File: config.mk
export PLATFORM = sky130hd
export DESIGN_NAME = kfis_mac
export DESIGN_NICKNAME = d
export VERILOG_FILES = /design/src/rtl/kfis_pkg.sv /design/src/rtl/kfis_mac.sv
export SDC_FILE = /design/constraint.sdc
export NUM_CORES = 2
export LEC_CHECK = 0
export ABC_CLOCK_PERIOD_IN_PS = 6210
export BUFFER_PORTS_ARGS = -buffer_cell sky130_fd_sc_hd__buf_2
export CORE_ASPECT_RATIO = 1.4
export CORE_UTILIZATION = 23
export DETAILED_ROUTE_END_ITERATION = 10
export PLACE_DENSITY = 0.36
export SLEW_MARGIN = 5
export SYNTH_ARGS = -nofsm -noshare
export SYNTH_HDL_FRONTEND = slang
export SYNTH_SLANG_ARGS = --single-unit
File: constraint.sdc
create_clock -name clk -period 6.21 [get_ports clk]
set_clock_uncertainty 0.2 [all_clocks]
set_input_delay 0.3105 -clock clk [delete_from_list [all_inputs] [get_ports clk]]
set_output_delay 0.3105 -clock clk [all_outputs]
set_load 0.1 [all_outputs]
File: src/rtl/kfis_pkg.sv
`timescale 1ns / 1ps
// ----------------------------------------------------------------------------
// kfis_pkg
// Shared types, constants and helpers of the Kalman filter step core.
// ----------------------------------------------------------------------------
package kfis_pkg;

    localparam int STATE_DIM = 4;
    localparam int MEAS_DIM  = 2;

    localparam int IDX_W = $clog2(STATE_DIM);
    localparam int K_W   = $clog2(STATE_DIM + 1);
    localparam int NN_W  = $clog2(STATE_DIM * STATE_DIM);
    localparam int MN_W  = $clog2(MEAS_DIM * STATE_DIM);
    localparam int MM_W  = $clog2(MEAS_DIM * MEAS_DIM);
    localparam int M_W   = $clog2(MEAS_DIM);

    localparam int DATA_W = 32;
    localparam int ACC_W  = 64;
    localparam int QW     = 50;
    localparam int MAG_W  = QW - 1;
    localparam int DCNT_W = $clog2(MAG_W);
    localparam int FRAC_W = 16;

    localparam logic signed [DATA_W-1:0] INIT_VARIANCE = 32'sd6553600;
    localparam logic signed [ACC_W-1:0]  ROUND_HALF    = 64'sd32768;

    localparam logic [2:0] CMD_WRITE_MODEL = 3'd0;
    localparam logic [2:0] CMD_INIT        = 3'd1;
    localparam logic [2:0] CMD_WRITE_GUESS = 3'd2;
    localparam logic [2:0] CMD_STEP        = 3'd3;
    localparam logic [2:0] CMD_READ        = 3'd4;

    localparam logic [2:0] SEL_A   = 3'd0;
    localparam logic [2:0] SEL_B   = 3'd1;
    localparam logic [2:0] SEL_C   = 3'd2;
    localparam logic [2:0] SEL_Q   = 3'd3;
    localparam logic [2:0] SEL_R   = 3'd4;
    localparam logic [2:0] SEL_EST = 3'd0;
    localparam logic [2:0] SEL_COV = 3'd1;

    localparam logic KIND_EST  = 1'b0;
    localparam logic KIND_READ = 1'b1;

    typedef enum logic [3:0] {
        PH_IDLE,
        PH_PRED_X,
        PH_AP,
        PH_APAT,
        PH_PCT,
        PH_S,
        PH_DET,
        PH_DIV,
        PH_GAIN,
        PH_INNOV,
        PH_XCORR,
        PH_CP,
        PH_PUPD,
        PH_EMIT,
        PH_READ
    } phase_t;

    typedef struct packed {
        logic [2:0]          command;
        logic [2:0]          matrix_sel;
        logic [2:0]          row_index;
        logic [2:0]          col_index;
        logic signed [31:0]  value;
        logic signed [31:0]  control_input;
        logic signed [31:0]  meas_first;
        logic signed [31:0]  meas_second;
    } cmd_t;

    typedef struct packed {
        logic                kind;
        logic [5:0]          element_index;
        logic signed [31:0]  data;
        logic                singular;
        logic                last;
    } res_t;

    typedef struct packed {
        logic                      valid;
        logic                      first;
        logic                      last;
        logic                      sub;
        phase_t                    tag;
        logic [NN_W-1:0]           addr;
        logic signed [DATA_W-1:0]  init;
    } mac_req_t;

    typedef struct packed {
        logic                      valid;
        phase_t                    tag;
        logic [NN_W-1:0]           addr;
        logic signed [ACC_W-1:0]   acc;
    } mac_wb_t;

    function automatic logic signed [DATA_W-1:0] sat32(input logic signed [ACC_W-1:0] v);
        logic signed [DATA_W-1:0] r;
        if (v > 64'sd2147483647)
            r = 32'sh7fffffff;
        else if (v < -64'sd2147483648)
            r = 32'sh80000000;
        else
            r = v[DATA_W-1:0];
        return r;
    endfunction

    function automatic int fidx(input int r, input int c, input int w);
        return r * w + c;
    endfunction

endpackage

File: src/rtl/kfis_mac.sv
`timescale 1ns / 1ps
// ----------------------------------------------------------------------------
// kfis_mac
// Shared multiply, round and accumulate unit: one product per cycle, two stages.
// ----------------------------------------------------------------------------
module kfis_mac (
    input  logic                     clk,
    input  logic                     rst_n,
    input  kfis_pkg::mac_req_t       req,
    input  logic signed [31:0]       opa,
    input  logic signed [31:0]       opb,
    output kfis_pkg::mac_wb_t        wb,
    output logic                     busy
);
    import kfis_pkg::*;

    mac_req_t                 req1_reg;
    mac_wb_t                  wb_reg;
    logic signed [ACC_W-1:0]  prod_reg;
    logic signed [ACC_W-1:0]  acc_reg;
    logic signed [ACC_W-1:0]  rnd;
    logic signed [ACC_W-1:0]  base;
    logic signed [ACC_W-1:0]  acc_next;

    assign rnd      = (prod_reg + ROUND_HALF) >>> FRAC_W;
    assign base     = req1_reg.first ? ACC_W'(req1_reg.init) : acc_reg;
    assign acc_next = req1_reg.sub ? (base - rnd) : (base + rnd);

    always_ff @(posedge clk or negedge rst_n)
    begin
        if (!rst_n)
        begin
            req1_reg <= '0;
            wb_reg   <= '0;
        end
        else
        begin
            req1_reg     <= req;
            wb_reg.valid <= req1_reg.valid && req1_reg.last;
            wb_reg.tag   <= req1_reg.tag;
            wb_reg.addr  <= req1_reg.addr;
            wb_reg.acc   <= acc_next;
        end
    end

    always_ff @(posedge clk)
    begin
        prod_reg <= ACC_W'(opa) * ACC_W'(opb);
        if (req1_reg.valid)
            acc_reg <= acc_next;
    end

    assign wb   = wb_reg;
    assign busy = req1_reg.valid || wb_reg.valid;

endmodule

==> Flow_metrics.wiki <==
{| class="wikitable"
! Metric !! Value
|-
| Synth cell types || 80
|-
| Worst hold path class || in2async
|-
| Number of enable flip-flop cells after synthesis || 64
|-
| Share of layout cells above drive strength 1 || 21.1%
|-
| Antenna violations before repair || 11
|-
| Total gr overflow || 0
|-
| Number of standard cells in the final layout excluding fillers || 8538
|-
| Standard-cell row count || 198
|-
| Sequential fraction of the synthesis area || 12.1%
|-
| Insertion delay to the later sink of the worst-skew pair || 600 ps
|-
| Maximum level of the CTS H-tree || 1
|-
| Port bufs || 183
|-
| Most repeated cell in the gate-level netlist after synthesis || fa_1
|-
| Top_reg_cell synth || dfrtp_1
|-
| Synth Area in XOR/XNOR || 3.88%
|-
| Max-cap viol count || 0
|-
| Starting DRC count in detailed routing || 1143
|-
| Number of standard cells after synthesis || 5057
|-
| Failing checks || negative setup slack
|-
| Syn nets || 6494
|-
| Total Die Area || 212000 µm²
|-
| Final routed DRC violation total || 0
|-
| Pins over their slew limit || 0
|-
| Worst-case setup margin in the final layout || -1020 ps
|-
| Endpoint arrival time on the critical path || 7490 ps
|-
| DRT Wirelength || 158000 µm
|-
| TritonCTS clock tree || built
|-
| Initial core utilization || 23.2%
|-
| Total of flip-flops plus latches after synthesis || 230
|-
| Wire length of the first global-routing pass || 249000 µm
|-
| Wire per inst || 18.6 µm
|-
| Cell with the biggest individual delay on the critical path || fa_1
|-
| Max incr delay on CP || 600 ps
|-
| Critical Path Source Type || input port
|-
| Nets || 7149
|-
| Adder-cell share of the synthesized area || 51.2%
|-
| Layout filler cell count || 22117
|-
| Remaining antenna violation count || 0
|-
| Warning count from the yosys run || 0
|-
| Minimum period implied by the final worst setup slack || 7230 ps
|-
| Number of hold violations in the final report || 0
|-
| Via density per instance || 4.16
|-
| Count of boundary I/O pins || 184
|-
| Half-perimeter wire length after placement || 138000 µm
|-
| Overall track demand over capacity in global routing || 15.4%
|-
| Critical path peak fanout || 4
|-
| Cells taking the most area after synthesis || fa_1 (45%), inv_1 (8.1%), and2_1 (6.7%), ha_1 (6.3%), dfrtp_1 (6.1%)
|-
| Largest family of logic cells by synthesized area || adder cells
|-
| Worst slack at placement || -2270 ps
|-
| Worst path buffer plus inverter count || 8
|-
| Drt pass-1 iters || 6
|-
| Maximum achievable frequency || 138 MHz
|-
| Share of synthesized registers carrying an async set or reset || 50.9%
|-
| Kind of end point of the critical path || flop
|-
| Most used cell, CP || fa_2
|-
| Gpl congestion || 0.826
|-
| Placed instance area || 56900 µm²
|-
| Slew at the pin closest to its max-slew limit || 831 ps
|-
| Average instance area after synthesis || 9.55 µm²
|-
| Tightest hold margin || 128 ps
|-
| Proportion of synthesized area in mux cells || 0.940%
|-
| Slew HR || 44.6%
|-
| Run status || finished with violations
|-
| Count of final setup violators || 39
|-
| Synthesized area || 48300 µm²
|-
| Most area-hungry cell type in the Yosys netlist || fa_1
|-
| Non-Filler Cell Area, Final || 60500 µm²
|-
| Max reg flops || 73
|-
| Routed vias || 35560
|-
| Clock slew at the register clock pins of the worst setup and hold paths || 60 ps
|-
| Maximum number of pins on one net before global-route repair || 66
|-
| Total core area || 208000 µm²
|-
| Synth cell count leaders || fa_1 (1082), inv_1 (1038), nand2_1 (588), and2_1 (521), ha_1 (245)
|-
| Deepest clock path buffer count || 3
|-
| Layout Area Growth over Synthesis || 25.3%
|-
| Number of buffers created by CTS || 29
|-
| Number of clock sinks || 230
|-
| Kind of cell adding the most delay to the critical path || adder cells
|-
| Required time at the worst-slack endpoint || 6480 ps
|-
| Chip height || 544 µm
|-
| Share of the synthesized area in the top cell type || 44.8%
|-
| Setup CP Type || in2reg
|-
| Area fraction in compound gates after synthesis || 6.06%
|-
| Final cycle utilization of the critical path || 116%
|-
| Placed insts || 8385
|-
| CTS Root Buffer Type || clkbuf_16
|-
| Area fraction in and, or, nand and nor cells after synthesis || 15.8%
|-
| Number of global-route vias before repair || 41084
|-
| Die extent in x || 389 µm
|-
| RSZ-0062 raised after global routing || true
|}
-- logic make-up after synthesis --
kind of cell,after synthesis
adders and majority gates,1327
muxes,41
xor gates and xnor gates,214
DFF,230
buffers and inverters,1291
and+or+nand+nor,1485
AOI/OAI and AO/OA,469
-- what timing repair did --
action	CTS	global route
gates resized for setup	309	123
cloned	2	0
pin swaps	139	99
hold buffers	45	0
setup endpoints to repair	58	73
endpoints found under the hold margin	96	0
buffers inserted	46	18
-- placed cells by master, fill, tap and decap left out, types with 16 or more instances in the layout --
| master | count |
|---|---|
| fa_1 | 1025 |
| inv_1 | 1009 |
| nand2_1 | 580 |
| buf_4 | 573 |
| and2_1 | 501 |
| ha_1 | 219 |
| xnor2_1 | 141 |
| a21oi_1 | 139 |
| buf_2 | 130 |
| dfrtp_1 | 114 |
| nor2_1 | 112 |
| o21ai_0 | 82 |
| edfxtp_1 | 64 |
| buf_6 | 62 |
| fa_2 | 57 |
| a21o_1 | 55 |
| xor2_1 | 55 |
| nand3_1 | 46 |
| buf_12 | 46 |
| dlygate4sd3_1 | 45 |
| dfxtp_1 | 45 |
| mux2_2 | 35 |
| nor3_1 | 32 |
| clkbuf_16 | 30 |
| inv_2 | 26 |
| nand4_1 | 26 |
| ha_4 | 25 |
| and3_1 | 24 |
| a31oi_1 | 21 |
| and2_4 | 19 |
| a21oi_2 | 19 |
| nand2b_1 | 18 |
| nor2b_1 | 18 |
| o21bai_1 | 18 |
| and4_1 | 16 |
-- metrics by stage --
| step | util, % | setup TNS, ps |
|---|---|---|
| 2_1_floorplan | - | -18360 |
| 3_3_place_gp | 27.3 | -81530 |
| 3_5_place_dp | 27.3 | -81180 |
| 4_1_cts | 28.8 | -25070 |
| 5_1_grt | 29.1 | -32470 |
| 6_report | 29.1 | -23510 |
-- per-layer routing --
| metal | wire, µm | GRT usage (%) | share of wire [%] | up-vias |
|---|---|---|---|---|
| met5 | 0 | 0 | 0 | - |
| met4 | 3310 | 2.94 | 2.1 | 0 |
| met3 | 2580 | 0.690 | 1.6 | 145 |
| met2 | 87700 | 30.5 | 55 | 455 |
| met1 | 64800 | 18.0 | 41 | 18373 |
| li1 | - | - | - | 16587 |
-- final cells by class --
| cell class | count | area (µm²) | area share (%) |
|---|---|---|---|
| Inverter | 1039 | 3910 | 6.46 |
| Timing Repair Buffer | 876 | 7330 | 12.1 |
| Clock buffer | 43 | 830 | 1.37 |
| Antenna cell | 3 | 7.51 | 0.0124 |
| Sequential cell | 230 | 5840 | 9.65 |
| Tap cell | 2800 | 3500 | 5.79 |
| Multi-Input combinational cell | 3536 | 39000 | 64.4 |
| Clock inverter | 11 | 106 | 0.176 |
-- path summary, 6_finish.rpt --
check | from | endpoint | slack, ps | depth (start not counted)
max reg2reg | prod_reg[36] | wb[62] | 330 | 23
min reg2reg | req1_reg[34] | wb[66] | 140 | 0
max in group asynchronous | rst_n | req1_reg[40] | 4330 | 3
max | opb[7] | prod_reg[58] | -1020 | 28
min | rst_n | wb[66] | 130 | 2
min in group clk | req1_reg[34] | wb[66] | 140 | 0
Power is not shown: default switching activity piles up to over one toggle a cycle in this logic, so the estimate is an artifact.
