--- config.mk ---
export PLATFORM = sky130hd
export DESIGN_NAME = kfis_div
export DESIGN_NICKNAME = d
export VERILOG_FILES = /design/src/rtl/kfis_pkg.sv /design/src/rtl/kfis_div.sv
export SDC_FILE = /design/constraint.sdc
export NUM_CORES = 1
export LEC_CHECK = 0
export ABC_AREA = 0
export BUFFER_PORTS_ARGS = -buffer_cell sky130_fd_sc_hd__buf_2
export CAP_MARGIN = 10
export CORE_MARGIN = 2
export CORE_UTILIZATION = 25
export DETAILED_ROUTE_END_ITERATION = 8
export GPL_TIMING_DRIVEN = 0
export PLACE_DENSITY = 0.52
export RECOVER_POWER = 100
export REMOVE_ABC_BUFFERS = 1
export SLEW_MARGIN = 20
export SYNTH_ARGS = -nofsm -noshare
export SYNTH_HDL_FRONTEND = slang
export SYNTH_SLANG_ARGS = --single-unit
--- constraint.sdc ---
create_clock -name clk -period 6.77 [get_ports clk]
set_input_delay 1.354 -clock clk [delete_from_list [all_inputs] [get_ports clk]]
set_output_delay 1.354 -clock clk [all_outputs]
set_load 0.03 [all_outputs]
--- src/rtl/kfis_pkg.sv ---
`timescale 1ns / 1ps
// ----------------------------------------------------------------------------
// kfis_pkg
// Shared types, constants and helpers of the Kalman filter step core.
// ----------------------------------------------------------------------------
package kfis_pkg;

    localparam int STATE_DIM = 4;
    localparam int MEAS_DIM  = 2;

    localparam int IDX_W = $clog2(STATE_DIM);
    localparam int K_W   = $clog2(STATE_DIM + 1);
    localparam int NN_W  = $clog2(STATE_DIM * STATE_DIM);
    localparam int MN_W  = $clog2(MEAS_DIM * STATE_DIM);
    localparam int MM_W  = $clog2(MEAS_DIM * MEAS_DIM);
    localparam int M_W   = $clog2(MEAS_DIM);

    localparam int DATA_W = 32;
    localparam int ACC_W  = 64;
    localparam int QW     = 50;
    localparam int MAG_W  = QW - 1;
    localparam int DCNT_W = $clog2(MAG_W);
    localparam int FRAC_W = 16;

    localparam logic signed [DATA_W-1:0] INIT_VARIANCE = 32'sd6553600;
    localparam logic signed [ACC_W-1:0]  ROUND_HALF    = 64'sd32768;

    localparam logic [2:0] CMD_WRITE_MODEL = 3'd0;
    localparam logic [2:0] CMD_INIT        = 3'd1;
    localparam logic [2:0] CMD_WRITE_GUESS = 3'd2;
    localparam logic [2:0] CMD_STEP        = 3'd3;
    localparam logic [2:0] CMD_READ        = 3'd4;

    localparam logic [2:0] SEL_A   = 3'd0;
    localparam logic [2:0] SEL_B   = 3'd1;
    localparam logic [2:0] SEL_C   = 3'd2;
    localparam logic [2:0] SEL_Q   = 3'd3;
    localparam logic [2:0] SEL_R   = 3'd4;
    localparam logic [2:0] SEL_EST = 3'd0;
    localparam logic [2:0] SEL_COV = 3'd1;

    localparam logic KIND_EST  = 1'b0;
    localparam logic KIND_READ = 1'b1;

    typedef enum logic [3:0] {
        PH_IDLE,
        PH_PRED_X,
        PH_AP,
        PH_APAT,
        PH_PCT,
        PH_S,
        PH_DET,
        PH_DIV,
        PH_GAIN,
        PH_INNOV,
        PH_XCORR,
        PH_CP,
        PH_PUPD,
        PH_EMIT,
        PH_READ
    } phase_t;

    typedef struct packed {
        logic [2:0]          command;
        logic [2:0]          matrix_sel;
        logic [2:0]          row_index;
        logic [2:0]          col_index;
        logic signed [31:0]  value;
        logic signed [31:0]  control_input;
        logic signed [31:0]  meas_first;
        logic signed [31:0]  meas_second;
    } cmd_t;

    typedef struct packed {
        logic                kind;
        logic [5:0]          element_index;
        logic signed [31:0]  data;
        logic                singular;
        logic                last;
    } res_t;

    typedef struct packed {
        logic                      valid;
        logic                      first;
        logic                      last;
        logic                      sub;
        phase_t                    tag;
        logic [NN_W-1:0]           addr;
        logic signed [DATA_W-1:0]  init;
    } mac_req_t;

    typedef struct packed {
        logic                      valid;
        phase_t                    tag;
        logic [NN_W-1:0]           addr;
        logic signed [ACC_W-1:0]   acc;
    } mac_wb_t;

    function automatic logic signed [DATA_W-1:0] sat32(input logic signed [ACC_W-1:0] v);
        logic signed [DATA_W-1:0] r;
        if (v > 64'sd2147483647)
            r = 32'sh7fffffff;
        else if (v < -64'sd2147483648)
            r = 32'sh80000000;
        else
            r = v[DATA_W-1:0];
        return r;
    endfunction

    function automatic int fidx(input int r, input int c, input int w);
        return r * w + c;
    endfunction

endpackage

--- src/rtl/kfis_div.sv ---
`timescale 1ns / 1ps
// ----------------------------------------------------------------------------
// kfis_div
// Signed restoring divider, one quotient bit per cycle, saturated result.
// ----------------------------------------------------------------------------
module kfis_div (
    input  logic                          clk,
    input  logic                          rst_n,
    input  logic                          start,
    input  logic signed [kfis_pkg::QW-1:0] num,
    input  logic signed [kfis_pkg::QW-1:0] den,
    output logic                          done,
    output logic signed [31:0]            quo
);
    import kfis_pkg::*;

    logic              run_reg;
    logic              done_reg;
    logic [DCNT_W-1:0] cnt_reg;
    logic              neg_reg;
    logic [MAG_W:0]    rem_reg;
    logic [MAG_W-1:0]  quo_reg;
    logic [MAG_W-1:0]  dmag_reg;
    logic [QW-1:0]     nabs;
    logic [QW-1:0]     dabs;
    logic [MAG_W:0]    rem_sh;
    logic              ge;
    logic signed [QW-1:0] qs;

    assign nabs   = num[QW-1] ? QW'(-num) : QW'(num);
    assign dabs   = den[QW-1] ? QW'(-den) : QW'(den);
    assign rem_sh = {rem_reg[MAG_W-1:0], quo_reg[MAG_W-1]};
    assign ge     = rem_sh >= {1'b0, dmag_reg};
    assign qs     = neg_reg ? -$signed({1'b0, quo_reg}) : $signed({1'b0, quo_reg});

    always_ff @(posedge clk or negedge rst_n)
    begin
        if (!rst_n)
        begin
            run_reg  <= 1'b0;
            done_reg <= 1'b0;
            cnt_reg  <= '0;
        end
        else
        begin
            done_reg <= 1'b0;
            if (start)
            begin
                run_reg <= 1'b1;
                cnt_reg <= '0;
            end
            else if (run_reg)
            begin
                cnt_reg <= cnt_reg + DCNT_W'(1);
                if (cnt_reg == DCNT_W'(MAG_W - 1))
                begin
                    run_reg  <= 1'b0;
                    done_reg <= 1'b1;
                end
            end
        end
    end

    always_ff @(posedge clk)
    begin
        if (start)
        begin
            neg_reg  <= num[QW-1] ^ den[QW-1];
            rem_reg  <= '0;
            quo_reg  <= nabs[MAG_W-1:0];
            dmag_reg <= dabs[MAG_W-1:0];
        end
        else if (run_reg)
        begin
            rem_reg <= ge ? (rem_sh - {1'b0, dmag_reg}) : rem_sh;
            quo_reg <= {quo_reg[MAG_W-2:0], ge};
        end
    end

    assign done = done_reg;
    assign quo  = sat32(ACC_W'(qs));

endmodule

==> results.py <==
metrics = {
    "status": {
        "status": "complete, but fails checks",
        "violations": "max-capacitance violations, max-slew violations",
    },
    "route": {
        "wl_met3_um": 1523,
        "post_drt_wl_per_cell_um": 15.69,
        "drt-pass1-iter-count": 7,
        "viasPerCell": 4.941,
        "drt-initial-drc-count": 552,
        "ant_nets": 0,
        "met2WireLength_um": 17410,
        "top_layer": "met5",
        "num_vias": 11230,
        "met1_length_um": 16350,
        "drc": 0,
        "wl_um": 35660,
    },
    "setup_path": {
        "crit_type": "reg2out",
        "arrival_ns": 5.01,
        "required_ns": 5.42,
        "cp_max_fo": 17,
        "rrSetupSlack_ns": 1.58,
        "r2r_start": "quo_reg[48]$_DFFE_PP_",
        "ff2ff_path_depth": 15,
        "r2r_end": "rem_reg[2]$_SDFFE_PP0P_",
        "cp-end-kind": "output pin",
        "critPathLaunchType": "flip-flop",
    },
    "floorplanning": {
        "rows": 82,
        "dieHeight_um": 228.3,
        "dieArea_mm2": 0.05210,
        "chipWidth_um": 228.3,
        "core-area_mm2": 0.04986,
        "initial_utilization_pct": 25.21,
        "ios": 136,
    },
    "synth": {
        "synthDistinctLibCells": 78,
        "ys_warn_count": 0,
        "avgSynthCellArea_um2": 8.348,
        "synth_top_flop_cell": "edfxtp_1",
        "synth.top_cells.by_area": "edfxtp_1, dfxtp_1, xor2_1",
        "yosysTopAreaCell": "edfxtp_1",
        "synth_edf_count": 99,
        "syn_inst": 1506,
        "synth_top_area_share_pct": 23.65,
        "ys_ff_latch": 156,
        "netlist_area_mm2": 0.01257,
        "async_flop_share_pct": 5.128,
        "seq_area_frac_synth_pct": 33.04,
    },
    "global_routing": {
        "grt_use_total_pct": 13.58,
        "grt_max_degree": 110,
        "antenna_found_initial": 5,
        "grt.overflow.total": 0,
        "grt_pass1_vias": 10800,
        "grt_pass1_wl_um": 57590,
    },
    "sta": {
        "min_period_ns": 6.366,
        "slew_headroom_pct": -223.5,
        "rsz0062_at_grt": "no",
        "tightest_slew_ns": 4.853,
        "setup-violations-final": 0,
        "finalClockSkew_ns": 0.01008,
        "slew_violations": 222,
        "layout_setup_ws_ns": 0.4037,
        "max_freq_ghz": 0.1571,
        "fin_crit_sh_pct": 94.04,
        "hold_violations": 0,
    },
    "placed_design": {
        "hpwl_um": 26940,
        "io_buffers": 135,
        "gp_congestion": 0.8449,
        "dpl_worst_slack_ns": 0.6145,
        "dp_cells": 2238,
    },
    "power": {
        "pwr-share-clk_pct": 23.8,
        "p_int_w": 0.002585,
        "switching_share_pct": 39.52,
        "ir_drop_uv": 126.7,
        "p_sw_w": 0.001689,
        "combPwrFrac_pct": 44.0,
        "power_density_mw_per_mm2": 295.7,
        "seqPwrFrac_pct": 32.1,
        "leakage_nw": 5.411,
    },
    "clock_tree": {
        "clock_sinks": 156,
        "h-tree-depth": 4,
        "worstSkewPairLatency_ns": 0.45,
        "cts_tree": "done",
        "clk_path_buf_depth": 2,
        "root_buffer": "clkbuf_16",
        "clk_pin_slew_ns": 0.06,
        "cts_buffers": 17,
        "ctsHoldBuffers": 0,
    },
    "cells_and_area": {
        "final_common_cell": "nor2_1",
        "final_cells": 2273,
        "area.growth.synth_to_final_pct": 15.00,
        "final_layout_size_suffix_gt1_share_pct": 11.44,
        "final_cell_mix": "nor2_1, nand2_1, a21oi_1",
        "fin_nets": 1744,
    },
    "worst_hold_path": {
        "min_to": "rem_reg[32]$_SDFFE_PP0P_",
        "min_path_cells": 2,
        "worstHoldPathType": "reg2reg",
        "hp-start": "rem_reg[32]$_SDFFE_PP0P_",
    },
    "run": {
        "drv_cap": 4,
    },
}
## stage by stage
| stage | hold slack, ns | power, W | util, % | setup TNS (ns) | area (um2) |
|---|---|---|---|---|---|
| after floorplan | 0.4526 | 0.002760 | - | 0 | 12210 |
| after global placement | 0.4823 | 0.003241 | 27.53 | -25.71 | 13730 |
| after detailed placement | 0.4891 | 0.003279 | 27.94 | 0 | 13930 |
| after CTS | 0.4977 | 0.004333 | 29.17 | 0 | 14550 |
| after global routing | 0.5166 | 0.004604 | 28.98 | 0 | 14450 |
| final | 0.4942 | 0.004274 | 28.99 | 0 | 14460 |
## per-layer routing
| layer | vias to the layer above | track usage, % |
|---|---|---|
| met3 | 27 | 3.088 |
| met1 | 5322 | 17.24 |
| met2 | 195 | 23.32 |
| met4 | 6 | 3.145 |
| met5 | - | 0 |
| li1 | 5680 | - |
## worst max path at each step
stage | from | end | cells after the start
detailed placement | quo_reg[13]$_DFFE_PP_ | quo[5] | 12
CTS | quo_reg[13]$_DFFE_PP_ | quo[5] | 12
finish | quo_reg[13]$_DFFE_PP_ | quo[5] | 12
global placement | quo_reg[48]$_DFFE_PP_ | rem_reg[35]$_SDFFE_PP0P_ | 12
floorplan | quo_reg[14]$_DFFE_PP_ | quo[0] | 9
global route | quo_reg[8]$_DFFE_PP_ | quo[5] | 12
## cells by family after synthesis
family	count (synthesis)	synth area share, %
simple gates	490	19.35
compound gates	441	22.68
flops	156	33.04
buf+inv	164	5.215
fa+ha+maj	55	5.533
xor+xnor	177	12.33
mux	23	1.851
## worst max-delay path: stages, from the launching register on
cell      delay (ns)
edfxtp_1        0.45
or4_4           0.57
or4_4           0.64
or3_1           0.55
o41ai_1         0.38
nor3b_1         0.26
a31oi_1         0.08
or4_4           0.56
o41ai_4         0.26
buf_6           0.20
buf_4           0.22
o21ai_1         0.13
clkbuf_2        0.23
## layout make-up
| class | instances | area (um2) |
|---|---|---|
| Fill cell | 5462 | 35410 |
| Multi-Input combinational cell | 1186 | 7767 |
| Sequential cell | 156 | 4158 |
| Tap cell | 672 | 840.8 |
| Timing Repair Buffer | 147 | 779.5 |
| Clock buffer | 22 | 508.0 |
| Inverter | 78 | 292.8 |
| Clock inverter | 10 | 106.4 |
| Antenna cell | 2 | 5.005 |
## Yosys cell counts, drive strengths merged (4+ instances only)
library cell,n
o211ai,9
nor2b,9
mux2i,21
nand3b,5
a21boi,7
a211o,5
a21o,14
o21bai,7
inv,78
o41ai,26
nand2b,13
a31oi,8
nor4b,4
nand4b,6
or4,28
o21a,8
nor2,157
dfxtp,49
nor3b,6
dfrtp,8
xnor2,79
a311oi,9
a21oi,113
edfxtp,99
buf,12
nand2,118
o21ai,125
or3,30
nand3,20
clkbuf,74
nor4,19
ha,54
or2,12
o31ai,40
nor3,36
o22ai,4
xor2,98
nand4,18
a211oi,40
## power by group through the flow
stage	Clock, W	Sequential [W]	Combinational [W]
global placement	0	0.00139	0.00185
detailed placement	0	0.00139	0.00189
CTS	0.00106	0.00137	0.00191
global route	0.00109	0.00140	0.00211
floorplan	0	0.00135	0.00141
finish	0.00102	0.00137	0.00188
## repair_timing
action / in CTS / in global routing
setup endpoints to repair: 0 / 18
buffers inserted: 0 / 1
hold endpoints to repair: 0 / 0
resized for setup: 0 / 2
(Power assumes the default switching activity.)
